## config.mk

```make
export PLATFORM = sky130hd
export DESIGN_NAME = psa_ram
export DESIGN_NICKNAME = d
export VERILOG_FILES = /design/src/design/psa_ram.sv
export SDC_FILE = /design/constraint.sdc
export NUM_CORES = 1
export LEC_CHECK = 0
export ABC_AREA = 1
export BUFFER_PORTS_ARGS = -buffer_cell sky130_fd_sc_hd__buf_2
export CAP_MARGIN = 20
export CELL_PAD_IN_SITES_DETAIL_PLACEMENT = 0
export CELL_PAD_IN_SITES_GLOBAL_PLACEMENT = 1
export CORE_AREA = 2 2 285 287
export CTS_CLUSTER_DIAMETER = 100
export CTS_CLUSTER_SIZE = 25
export DETAILED_ROUTE_END_ITERATION = 7
export DIE_AREA = 0 0 287 289
export PLACE_DENSITY = 0.45
export SLEW_MARGIN = 5
export SYNTH_ARGS = -nofsm -noshare
export SYNTH_HDL_FRONTEND = slang
export SYNTH_SLANG_ARGS = --single-unit
```

## constraint.sdc

```tcl
create_clock -name clk -period 4.6 [get_ports clk]
set_clock_uncertainty 0.1 [all_clocks]
set_input_delay 0.46 -clock clk [delete_from_list [all_inputs] [get_ports clk]]
set_output_delay 0.46 -clock clk [all_outputs]
set_load 0.02 [all_outputs]
```

## src/design/psa_ram.sv

```systemverilog
// ----------------------------------------------------------------------------
// psa_ram
// Generic single-write, single-read synchronous RAM with registered read.
// ----------------------------------------------------------------------------
module psa_ram #(
    parameter int WIDTH = 8,
    parameter int DEPTH = 64,
    localparam int AW   = (DEPTH > 1) ? $clog2(DEPTH) : 1
) (
    input  logic             clk,
    input  logic             we,
    input  logic [AW-1:0]    waddr,
    input  logic [WIDTH-1:0] wdata,
    input  logic             re,
    input  logic [AW-1:0]    raddr,
    output logic [WIDTH-1:0] rdata
);

    logic [WIDTH-1:0] mem [DEPTH];
    logic [WIDTH-1:0] rdata_reg;

    always_ff @(posedge clk)
    begin
        if (we)
        begin
            mem[waddr] <= wdata;
        end
        if (re)
        begin
            rdata_reg <= mem[raddr];
        end
    end

    assign rdata = rdata_reg;

endmodule

```

==> impl_metrics.toml <==
[sta]
finalHoldViolCount = 0
fmax_ghz = 0.412
grt_setup_unrepaired = "no"
min_period_ps = 2430
setup_viol = 0
min_period_over_period_pct = 52.7
drv_slew = 0
slew_headroom_pct = 33.7
worst_pin_slew_ps = 994
fin_tns_setup_ps = 0

[logic_synthesis]
yosysSeqAreaShare_pct = 72.9
synth.distinct_cells = 15
synth_commonest_cells = "648 x nand2_1, 520 x edfxtp_1, 439 x nand3_1"
syn_avg_cell_area_sq_um = 11.9
synthTopCellsByArea = "edfxtp_1 73%, nand2_1 11%, nand3_1 10%"
synth_compound_area_share_pct = 0
synthAdderAreaFrac_pct = 0
ys_async_sr_fraction_pct = 0
synth_top_family_by_area = "simple AND/OR/NAND/NOR gates"
post-synth-top-count-cell = "nand2_1"
synth-xor-area-share_pct = 0
synth_edf_count = 520
synth_warnings = 0
synth-simple-area-share_pct = 23.1
syn-cell-area_sq_mm = 0.0214
ys.flop_type = "edfxtp_1"
yosysTopAreaCell = "edfxtp_1"
synth-seq-cells = 520
syn_inst = 1805
synth_top_cell_area_share_pct = 72.9
syn_nets = 1828
muxShareOfSynthArea_pct = 0

[global_route]
antenna_found_initial = 2
overflow = 0
grt_max_degree = 162
grt_pass1_vias = 13200
grt_pass1_wl_um = 95800
grt_use_total_pct = 15.8

[routing]
wl_per_cell_um = 22.7
postRouteAntennaNets = 0
drc_errors = 0
vias = 13500
firstDrtPassIters = 5
drt_iter0_markers = 1127
routed_wl_um = 65700
viasPerCell = 4.64

[place]
dpl_cell_area_sq_mm = 0.0227
dp.cells = 2849
gp_congestion = 0.792
io_buffer_count = 30
dpl.hpwl_um = 38400

[power]
leakagePower_nw = 8.20
p_clk_share_pct = 33.9
combPwrFrac_pct = 7.3
p_seq_share_pct = 58.8
power_switching_w = 0.00226
p_per_area_mw_per_mm2 = 379
ir_drop_v = 0.000286
p_int_w = 0.00669
swShare_pct = 25.3

[cts]
hold_buffers = 0
post_cts_resized = 0
clk_latency_ps = 630
path_clk_slew_ps = 110
cts-root-buf = "clkbuf_16"
cts_tree = "done"
cts.sinks = 520
htreeDepth = 1
numCtsBuffers = 30
cts_buffer_depth = 3
post-cts-setup-buffers = 0

[finish]
num_antenna_cells = 0
fillerInstances = 8325
largest_reg_flops = 512
final_cell_area_sq_mm = 0.0236
area_growth_pct = 10.4
final_nets = 1844
layout-drive-gt1-share_pct = 8.16
instances_no_fill = 2899

[hold_path]
hold_start = "re"
whs_path_depth = 1
hold_class = "input port to flop"
hold_end = "rdata[6]$_DFFE_PP_"

[worst_setup_path]
rr_worst_depth = 8
r2r-start = "mem[63][3]$_DFFE_PP_"
path_class = "input port to flop"
worstSetupStartpointType = "input port"
arrival_ps = 2580
path_max_fanout = 9
crit-reg2reg-capture = "rdata[3]$_DFFE_PP_"
endpoint_kind = "flop"
r2r_slack_ps = 2810
crit_required_ps = 4750

[job]
maxCapViolCount = 0

[die]
num_rows = 104
io_pins = 31
core_sq_mm = 0.0799
dieHeight_um = 289
start_util_pct = 26.8
die_w_um = 287
die_area_sq_mm = 0.0829

[run_status]
status = "finished, final reports clean"
-- logic make-up (layout without fill, tap and decap cells) --
| group | after synthesis | count (layout) |
|---|---|---|
| flip-flops | 520 | 520 |
| buffers and inverters | 125 | 159 |
| AND/OR/NAND/NOR | 1160 | 1160 |
-- how the worst max path moves through the flow --
stage	slack, ps	start	end
after floorplan	2270	we	mem[48][0]$_DFFE_PP_
after global placement	1500	raddr[0]	rdata[3]$_DFFE_PP_
after detailed placement	1540	raddr[0]	rdata[3]$_DFFE_PP_
after CTS	2220	raddr[0]	rdata[3]$_DFFE_PP_
after global routing	2060	raddr[0]	rdata[4]$_DFFE_PP_
final	2170	waddr[0]	mem[20][1]$_DFFE_PP_
-- through the flow --
stage	utilization [%]	power (W)	setup WS [ps]	hold WS [ps]
finish	29.6	0.00895	2170	118
global route	29.6	0.00929	2060	82.0
CTS	29.6	0.00907	2220	61.4
detailed placement	28.4	0.00604	1540	753
global placement	28.4	0.00605	1500	751
floorplan	-	0.00574	2270	459
-- layout make-up --
cell class / instances / area, sq um / area share [%]
Inverter: 12 / 55.1 / 0.233
Tap cell: 1060 / 1330 / 5.61
Clock buffer: 31 / 776 / 3.28
Clock inverter: 19 / 205 / 0.868
Multi-Input combinational cell: 1160 / 4950 / 20.9
Sequential cell: 520 / 15600 / 66.1
Timing Repair Buffer: 97 / 714 / 3.02
-- power by group through the flow --
| stage | clock [W] | combinational (W) | sequential, W |
|---|---|---|---|
| floorplan | 0 | 0.000369 | 0.00537 |
| global placement | 0 | 0.000675 | 0.00537 |
| detailed placement | 0 | 0.000673 | 0.00537 |
| CTS | 0.00313 | 0.000674 | 0.00526 |
| global route | 0.00329 | 0.000728 | 0.00527 |
| finish | 0.00303 | 0.000656 | 0.00526 |
-- worst max-delay path: stages --
cell and delay [ps]:
buf_2 170, inv_1 220, nand4_1 790, nor2_1 930
-- cells in the final DEF, fill, tap and decap left out, drive strengths merged --
master	count
nand2	648
edfxtp	520
nand3	439
buf	96
nor2	56
clkbuf	32
inv	18
nand4	9
nor4	8
clkinvlp	7
clkinv	6
-- layer usage --
layer	track usage [%]	vias to the layer above	wire length [um]
met1	23.4	6754	32000
li1	-	6362	-
met2	25.2	281	30000
met5	0	-	10
met4	2.53	2	988
met3	1.87	55	2820
Note: power is estimated with default switching activity, not from simulation.
