File: src/design/psa_pkg.sv
// ----------------------------------------------------------------------------
// psa_pkg
// Shared types and codes for the paged slot allocator: opcodes, status
// codes, controller states and the update-to-control handoff.
// ----------------------------------------------------------------------------
package psa_pkg;

    localparam logic OP_INSERT = 1'b0;
    localparam logic OP_DELETE = 1'b1;

    localparam int CFG_W   = 7;
    localparam int IDX_W   = 6;
    localparam int COUNT_W = 7;

    typedef enum logic [1:0] {
        STAT_OK        = 2'd0,
        STAT_NO_PAGE   = 2'd1,
        STAT_BAD_INDEX = 2'd2,
        STAT_NOT_OCC   = 2'd3
    } psa_status_t;

    typedef enum logic {
        ST_IDLE,
        ST_EXEC
    } psa_state_t;

    typedef enum logic [1:0] {
        HEAD_KEEP,
        HEAD_LINK,
        HEAD_PAGE
    } psa_head_sel_t;

    typedef struct packed {
        psa_status_t   status;
        logic          write;
        logic          open_page;
        psa_head_sel_t head_sel;
    } psa_ctl_t;

endpackage

File: src/design/psa_update.sv
// ----------------------------------------------------------------------------
// psa_update
// Page entry update: takes the entry read from page memory (or a freshly
// opened page), claims or frees a slot and decides status and list moves.
// ----------------------------------------------------------------------------
module psa_update #(
    parameter int PAGES  = 64,
    parameter int SLOTS  = 64,
    localparam int PW    = $clog2(PAGES),
    localparam int SW    = $clog2(SLOTS),
    localparam int CW    = ((PW + 1) > 6) ? (PW + 1) : 6
) (
    input  logic                         op,
    input  logic [psa_pkg::IDX_W-1:0]    pidx,
    input  logic [psa_pkg::IDX_W-1:0]    sidx,
    input  logic [PW:0]                  head,
    input  logic [PW:0]                  piu,
    input  logic [psa_pkg::CFG_W-1:0]    spp,
    input  logic [SLOTS-1:0]             rd_occ,
    input  logic [psa_pkg::COUNT_W-1:0]  rd_cnt,
    input  logic [PW:0]                  rd_link,
    input  logic                         rd_on,
    output psa_pkg::psa_ctl_t            ctl,
    output logic [PW-1:0]                wr_page,
    output logic [SLOTS-1:0]             wr_occ,
    output logic [psa_pkg::COUNT_W-1:0]  wr_cnt,
    output logic [PW:0]                  wr_link,
    output logic                         wr_on,
    output logic [psa_pkg::IDX_W-1:0]    res_page,
    output logic [psa_pkg::IDX_W-1:0]    res_slot
);

    logic [psa_pkg::CFG_W-1:0]   n;
    logic [SLOTS-1:0]            mask;
    logic                        list_empty;
    logic [SLOTS-1:0]            occ_c;
    logic [psa_pkg::COUNT_W-1:0] cnt_c;
    logic [PW:0]                 link_c;
    logic [PW-1:0]               ins_page;
    logic [SLOTS-1:0]            free_c;
    logic [SW-1:0]               ff;
    logic [SLOTS-1:0]            occ_s;
    logic [psa_pkg::COUNT_W-1:0] cnt_s;
    logic                        full_after;
    logic                        del_range_bad;
    logic                        del_bit;
    logic [SW-1:0]               del_sl;

    // Clamp the slot count to 1..SLOTS
    always_comb
    begin
        if (spp == '0)
            n = psa_pkg::CFG_W'(1);
        else if (spp > psa_pkg::CFG_W'(SLOTS))
            n = psa_pkg::CFG_W'(SLOTS);
        else
            n = spp;
    end

    always_comb
    begin
        for (int i = 0; i < SLOTS; i++)
        begin
            mask[i] = (psa_pkg::CFG_W'(i) < n);
        end
    end

    assign list_empty = (head >= (PW + 1)'(PAGES));
    assign occ_c      = list_empty ? '0 : rd_occ;
    assign cnt_c      = list_empty ? '0 : rd_cnt;
    assign link_c     = list_empty ? head : rd_link;
    assign ins_page   = list_empty ? piu[PW-1:0] : head[PW-1:0];
    assign free_c     = ~occ_c & mask;

    // Lowest free slot
    always_comb
    begin
        ff = '0;
        for (int i = SLOTS - 1; i >= 0; i--)
        begin
            if (free_c[i])
                ff = SW'(i);
        end
    end

    assign occ_s      = occ_c | (SLOTS'(1) << ff);
    assign cnt_s      = cnt_c + psa_pkg::COUNT_W'(1);
    assign full_after = (cnt_s >= psa_pkg::COUNT_W'(n)) || ((~occ_s & mask) == '0);

    assign del_range_bad = (CW'(pidx) >= CW'(piu)) || (psa_pkg::CFG_W'(sidx) >= n);
    assign del_sl        = sidx[SW-1:0];
    assign del_bit       = rd_occ[del_sl];

    always_comb
    begin
        ctl.status    = psa_pkg::STAT_OK;
        ctl.write     = 1'b0;
        ctl.open_page = 1'b0;
        ctl.head_sel  = psa_pkg::HEAD_KEEP;
        wr_page       = ins_page;
        wr_occ        = occ_c;
        wr_cnt        = cnt_c;
        wr_link       = link_c;
        wr_on         = 1'b1;
        res_page      = pidx;
        res_slot      = sidx;

        if (op == psa_pkg::OP_INSERT)
        begin
            res_page = psa_pkg::IDX_W'(ins_page);
            res_slot = '0;
            if (list_empty && (piu >= (PW + 1)'(PAGES)))
            begin
                ctl.status = psa_pkg::STAT_NO_PAGE;
                res_page   = '0;
            end
            else
            begin
                ctl.write     = 1'b1;
                ctl.open_page = list_empty;
                if (list_empty)
                    ctl.head_sel = psa_pkg::HEAD_PAGE;
                if ((free_c == '0) || (cnt_c >= psa_pkg::COUNT_W'(n)))
                begin
                    // Head page has no room left: drop it from the list
                    ctl.status   = psa_pkg::STAT_NO_PAGE;
                    ctl.head_sel = psa_pkg::HEAD_LINK;
                    wr_on        = 1'b0;
                end
                else
                begin
                    wr_occ   = occ_s;
                    wr_cnt   = cnt_s;
                    res_slot = psa_pkg::IDX_W'(ff);
                    if (full_after)
                    begin
                        ctl.head_sel = psa_pkg::HEAD_LINK;
                        wr_on        = 1'b0;
                    end
                end
            end
        end
        else
        begin
            wr_page = PW'(pidx);
            if (del_range_bad)
            begin
                ctl.status = psa_pkg::STAT_BAD_INDEX;
            end
            else if (!del_bit)
            begin
                ctl.status = psa_pkg::STAT_NOT_OCC;
            end
            else
            begin
                ctl.write = 1'b1;
                wr_occ    = rd_occ & ~(SLOTS'(1) << del_sl);
                wr_cnt    = (rd_cnt == '0) ? '0 : (rd_cnt - psa_pkg::COUNT_W'(1));
                wr_link   = rd_on ? rd_link : head;
                wr_on     = 1'b1;
                // A page that was full goes back on the list head
                if (!rd_on)
                    ctl.head_sel = psa_pkg::HEAD_PAGE;
            end
        end
    end

endmodule

File: config.mk
export PLATFORM = sky130hd
export DESIGN_NAME = psa_update
export DESIGN_NICKNAME = d
export VERILOG_FILES = /design/src/design/psa_pkg.sv /design/src/design/psa_update.sv
export SDC_FILE = /design/constraint.sdc
export NUM_CORES = 1
export LEC_CHECK = 0
export BUFFER_PORTS_ARGS = -buffer_cell sky130_fd_sc_hd__buf_2
export CORE_AREA = 2 2 152 154
export DETAILED_ROUTE_END_ITERATION = 16
export DIE_AREA = 0 0 154 156
export SETUP_SLACK_MARGIN = 0.3
export SYNTH_ARGS = -nofsm -noshare
export SYNTH_HDL_FRONTEND = slang
export SYNTH_SLANG_ARGS = --single-unit
export TNS_END_PERCENT = 20
File: constraint.sdc
create_clock -name vclk -period 5.39
set_clock_uncertainty 0.05 [all_clocks]
set_input_delay 0.2695 -clock vclk [all_inputs]
set_output_delay 0.2695 -clock vclk [all_outputs]
set_load 0.005 [all_outputs]
==> results of run 1 <==
==> Yosys cell counts (5+ instances only) <==
master	number	area share [%]
a2111oi_0	5	0.66
a211o_1	7	0.93
a211oi_1	10	1.1
a21o_1	16	1.8
a21oi_1	88	6.7
a221o_1	9	1.4
a221oi_1	15	2.0
a22o_1	10	1.3
a22oi_1	8	0.91
a31oi_1	11	1.0
a32oi_1	6	0.80
and2_1	14	1.3
and3_1	13	1.2
buf_1	7	0.40
buf_2	20	1.5
clkbuf_1	44	2.5
ha_1	28	5.3
inv_1	24	1.4
mux2_2	7	1.2
mux4_2	21	7.2
nand2_1	97	5.5
nand2b_1	26	2.5
nand3_1	31	2.4
nand3b_1	7	0.80
nand4_1	11	1.0
nor2_1	72	4.1
nor2b_1	32	3.0
nor3_1	19	1.4
nor3b_1	10	1.1
nor4_1	9	0.85
o211ai_1	74	8.4
o21a_1	6	0.68
o21ai_0	116	8.8
o21bai_1	8	0.91
o221ai_1	5	0.66
o22ai_1	8	0.76
or2_2	9	0.85
or3_1	5	0.47
==> critical path: cells and delay by family <==
kind                   cells  cell delay [ps]
buffers and inverters      8             1370
AOI/OAI and AO/OA          6             1550
and+or+nand+nor            7             1550
==> through the flow <==
step | utilization, % | area (um^2)
after floorplan | - | 6591
after global placement | 41.26 | 9228
after detailed placement | 41.26 | 9228
after CTS | 41.49 | 9280
after global routing | 42.99 | 9614
final | 43.00 | 9617
==> worst min path at each step <==
| stage | cells after the start | endpoint |
|---|---|---|
| CTS | 3 | wr_link[6] |
| global placement | 3 | wr_link[6] |
| detailed placement | 3 | wr_link[6] |
| finish | 3 | wr_link[6] |
| global route | 3 | wr_link[6] |
| floorplan | 1 | ctl[2] |
==> layout make-up <==
class | count | area, um^2 | area share [%]
antenna | 2 | 5.005 | 0.05204
inverter | 25 | 93.84 | 0.9758
multi-input combinational | 905 | 6465 | 67.23
tap | 285 | 356.6 | 3.708
timing repair buffer | 418 | 2696 | 28.04
==> metal layers <==
metal / wire length, um / GRT usage [%]
met5: 9 / 0
met4: 3079 / 18.69
met3: 5583 / 8.278
met2: 20000 / 58.53
met1: 18080 / 47.92
==> repair_timing <==
action	in CTS	in global routing
cloned	0	0
setup endpoints to repair	3	30
setup buffers	0	6
hold endpoints to repair	0	0
gates resized for setup	12	51
pin swaps	0	9
==> placed cells by master, fill, tap and decap left out, types with 8 or more instances in the layout <==
master | Yosys | routed
a211oi_1 | 10 | 9
a21o_1 | 16 | 16
a21oi_1 | 88 | 87
a221o_1 | 9 | 9
a221oi_1 | 15 | 10
a22o_1 | 10 | 10
a22oi_1 | 8 | 8
a31oi_1 | 11 | 10
and2_1 | 14 | 12
and3_1 | 13 | 13
buf_2 | 20 | 213
buf_4 | 3 | 194
ha_1 | 28 | 28
inv_1 | 24 | 23
mux4_2 | 21 | 21
nand2_1 | 97 | 95
nand2b_1 | 26 | 26
nand3_1 | 31 | 30
nand4_1 | 11 | 11
nor2_1 | 72 | 71
nor2b_1 | 32 | 30
nor3_1 | 19 | 17
nor3b_1 | 10 | 8
o211ai_1 | 74 | 74
o21ai_0 | 116 | 114
o22ai_1 | 8 | 8
or2_2 | 9 | 9
==> cell families after synthesis <==
group                    count (synthesis)  synth area share (%)
adder cells (fa/ha/maj)                 29                 5.467
XOR/XNOR                                 7                0.9302
buffers and inverters                  103                 6.872
AO/OA/AOI/OAI                          459                 47.10
AND/OR/NAND/NOR                        382                 31.26
multiplexers                            28                 8.371
==> results.txt, run 1 <==
Final Hold Viols: 0
RSZ-0062 raised after global routing: true
Worst Tran Pin Value: 747.8 ps
# rows: 55
Syn Nets: 1149
Die extent in x: 154 um
Initial antenna violation count: 3
Syn avg cell area: 6.539 um^2
Vias in the first global route: 10.13k
Post-DRT Antenna Nets: 0
Cts hold-fix bufs: 0
CP Data Arrival Time: 4750 ps
Max-slew headroom: 49.62%
CP startpoint: head[6]
Fin cells: 1635
DP HPWL: 38710 um
Gate Count Post-Synth: 1008
Worst slack, placed: 152.2 ps
Final setup fails: 0
Netlist cell types: 90
Die ar.: 0.02402 mm^2
Maxcap violations: 0
Hold WC Path Type: input port to output port
Area growth syn-to-layout: 45.90%
Status: completed
Worst setup EP type: output port
Core area: 0.02237 mm^2
Sequential share of the synthesized area: 0%
Nets: 1491
Post-route DRC: 0
Post-DR vias/cell: 6.669
Yosys warns: 0
Hold Worst Slack: 757.9 ps
FF/Latch Area: 0 um^2
Largest net degree at the start of global routing: 65
Die height: 156 um
I/O pin cnt: 216
Layout clock buffer count: 0
Worst Min Path Start: rd_on
First-pass GRT wire length: 67350 um
Critical Path Slowest Stage Cell: a221oi_1
Total congestion overflow: 0
WP data required: 5070 ps
Fin worst setup slack: 324.5 ps
Worst Path Max Fanout: 18
Final sequential cell count: 0
GR Util All Layers: 37.21%
CP dominant cell by count: buf_4
Slowest Stage Delay on Critical Path: 470 ps
Number of DRC markers in iteration 0: 1483
Routed WL per cell: 28.60 um
Netlist Area Pre-Place: 0.006591 mm^2
Setup TNS: 0 ps
Max-slew violation count: 0
Tcrit/Tclk final: 93.98%
Crit-path cells: buf_2, inv_2, buf_12, buf_4, a21oi_1, a221oi_1, buf_4, and3_1, and3_1, and2_2, a21o_1, buf_4, nand2_1, o21ai_0, nand4_1, a2111oi_2, nand4_1, o21ai_1, buf_4, and2_2, buf_2
Worst Setup EP: ctl[0]
Buffers on Ports: 216
Layout cells sized above 1: 38.72%
Via Count: 10.90k
Final Critical Period: 5066 ps
Drt first pass iters: 10
Starting Density: 29.47%
Max Freq: 0.1974 GHz
Fill cell count: 2377
Cell count after placement: 1627
Drt total wl: 46760 um
Final Wtd Congestion: 1.099
Setup CP Type: input port to output port
Worst Setup Start Kind: input port
==> run 2: changes to the inputs <==
- CELL_PAD_IN_SITES_DETAIL_PLACEMENT: unset -> 1
- CELL_PAD_IN_SITES_GLOBAL_PLACEMENT: unset -> 1
- PLACE_DENSITY_LB_ADDON: unset -> 0.1
==> run 2 against run 1 <==
Net effect: final cell count down 1.4%; die area unchanged; sequential share of layout area unchanged; worst hold slack better by 2.9 ps; highest routed layer is now met4; worst setup slack better by 150 ps.
==> results.txt, run 2 (synthesized netlist as in run 1, its figures left out) <==
Multi-input gate area: 0.006407 mm^2
Starting Density: 29.47%
CP dominant cell by count: buf_4
Number of DRC markers in iteration 0: 1250
Die ar.: 0.02402 mm^2
Post-route DRC: 0
Setup CP Type: input port to output port
Max-slew headroom: 50.71%
Setup TNS: 0 ps
LEAKAGE: 0.003905 uW
Max-slew violation count: 0
Tcrit/Tclk final: 91.13%
Final Hold Viols: 0
First-pass GRT wire length: 68680 um
Vias in the first global route: 10.21k
Core area: 0.02237 mm^2
Via Count: 10.56k
Crit-path cells: clkbuf_4, buf_4, and4_2, a211o_1, and2_2, o311ai_2, buf_4, a311oi_1, a311o_1, buf_4, nor3b_4, buf_4, o22ai_1, a2111oi_2, nand4_1, a2111oi_2, nand4_1, o21ai_1, buf_4, and2_1, buf_2
WP data required: 5070 ps
Initial antenna violation count: 0
Post-DR vias/cell: 6.550
Most frequent cells in the layout: buf_2 (211), buf_4 (170), o21ai_0 (113)
Layout clock buffer count: 0
DP HPWL: 39930 um
Drt total wl: 47520 um
Critical Path Slowest Stage Cell: a2111oi_2
Buffers on Ports: 216
FF/Latch Area: 0 um^2
Total congestion overflow: 0
Die extent in x: 154 um
I/O pin cnt: 216
Final sequential cell count: 0
Routed WL per cell: 29.48 um
Status: completed
Worst setup EP type: output port
Drt first pass iters: 5
Largest net degree at the start of global routing: 34
CP startpoint: spp[2]
Area growth syn-to-layout: 43.13%
CP Data Arrival Time: 4590 ps
Max Freq: 0.2036 GHz
Worst Setup EP: ctl[0]
Worst Tran Pin Value: 739.4 ps
Slowest Stage Delay on Critical Path: 360 ps
Most common cell after layout, fill and taps aside: buf_2
Layout cells sized above 1: 37.68%
Pwr Density: 93.79 mW/mm^2
Final Critical Period: 4912 ps
Maxcap violations: 0
Total power draw: 884.8 uW
Maximum VDD drop: 0.03145 mV
Worst Path Max Fanout: 10
Worst Setup Start Kind: input port
Final Wtd Congestion: 1.012
GR Util All Layers: 37.84%
Core Util, Final: 42.18%
Fill cell count: 2919
RSZ-0062 raised after global routing: true
Hold WC Path Type: input port to output port
Nets: 1470
Final setup fails: 0
Post-DRT Antenna Nets: 0
# diodes: 0
# rows: 55
Die height: 156 um
[run 2: cell count changes in the layout (fill, tap and decap cells not counted), moves of 3 or more]
cell,change
nand3_1,-3
nand3_2,+3
nor4_4,-3
nor4_1,+4
buf_4,-24
[run 2: worst min-delay path by stage]
stage                      end  cells after the start    from  slack (ps)
detailed placement  wr_link[6]                      3   rd_on         760
global placement    wr_link[6]                      3   rd_on         760
CTS                 wr_link[6]                      3   rd_on         760
finish              wr_link[6]                      3   rd_on         760
global route        wr_link[6]                      3   rd_on         770
floorplan               ctl[2]                      1  piu[6]         520
[run 2: what timing repair did]
action / CTS / global route
pin swaps: 0 / 10
buffers inserted: 0 / 8
gates resized for setup: 9 / 52
setup endpoints to repair: 3 / 5
hold buffers: 0 / 0
[run 2: metal layers]
layer	track usage [%]	share of wire [%]
met5	0	0
met4	15.71	4.7
met3	6.056	9.9
met2	58.94	43
met1	51.87	42
[run 2: through the flow]
stage | instance area [um^2] | cells | setup slack, ps | hold WS (ps)
after floorplan | 6591 | 1008 | 1256 | 523.2
after global placement | 9080 | 1604 | 49.54 | 762.5
after detailed placement | 9080 | 1604 | 58.21 | 760.2
after CTS | 9131 | 1604 | 304.9 | 761.4
after global routing | 9434 | 1612 | 246.9 | 770.3
final | 9434 | 1612 | 478.3 | 760.7
[run 2: power breakdown]
part | total [uW] | internal (uW) | switching, uW
sequential | 0 | 0 | 0
combinational | 885 | 352 | 533
clock | 0 | 0 | 0
total | 885 | 352 | 533
[run 2: final cells by class]
cell class         instances  share of cell area, %
well taps                285                  3.780
repair buffers           397                  27.31
inverters                 25                 0.9947
multi-input cells        905                  67.92
[run 2: critical path: cells and delay by family]
family                 cells  cell delay (ps)
AO/OA/AOI/OAI              8             1910
AND/OR/NAND/NOR            6             1320
buffers and inverters      7             1090
Power figures use the tool's default switching activity.
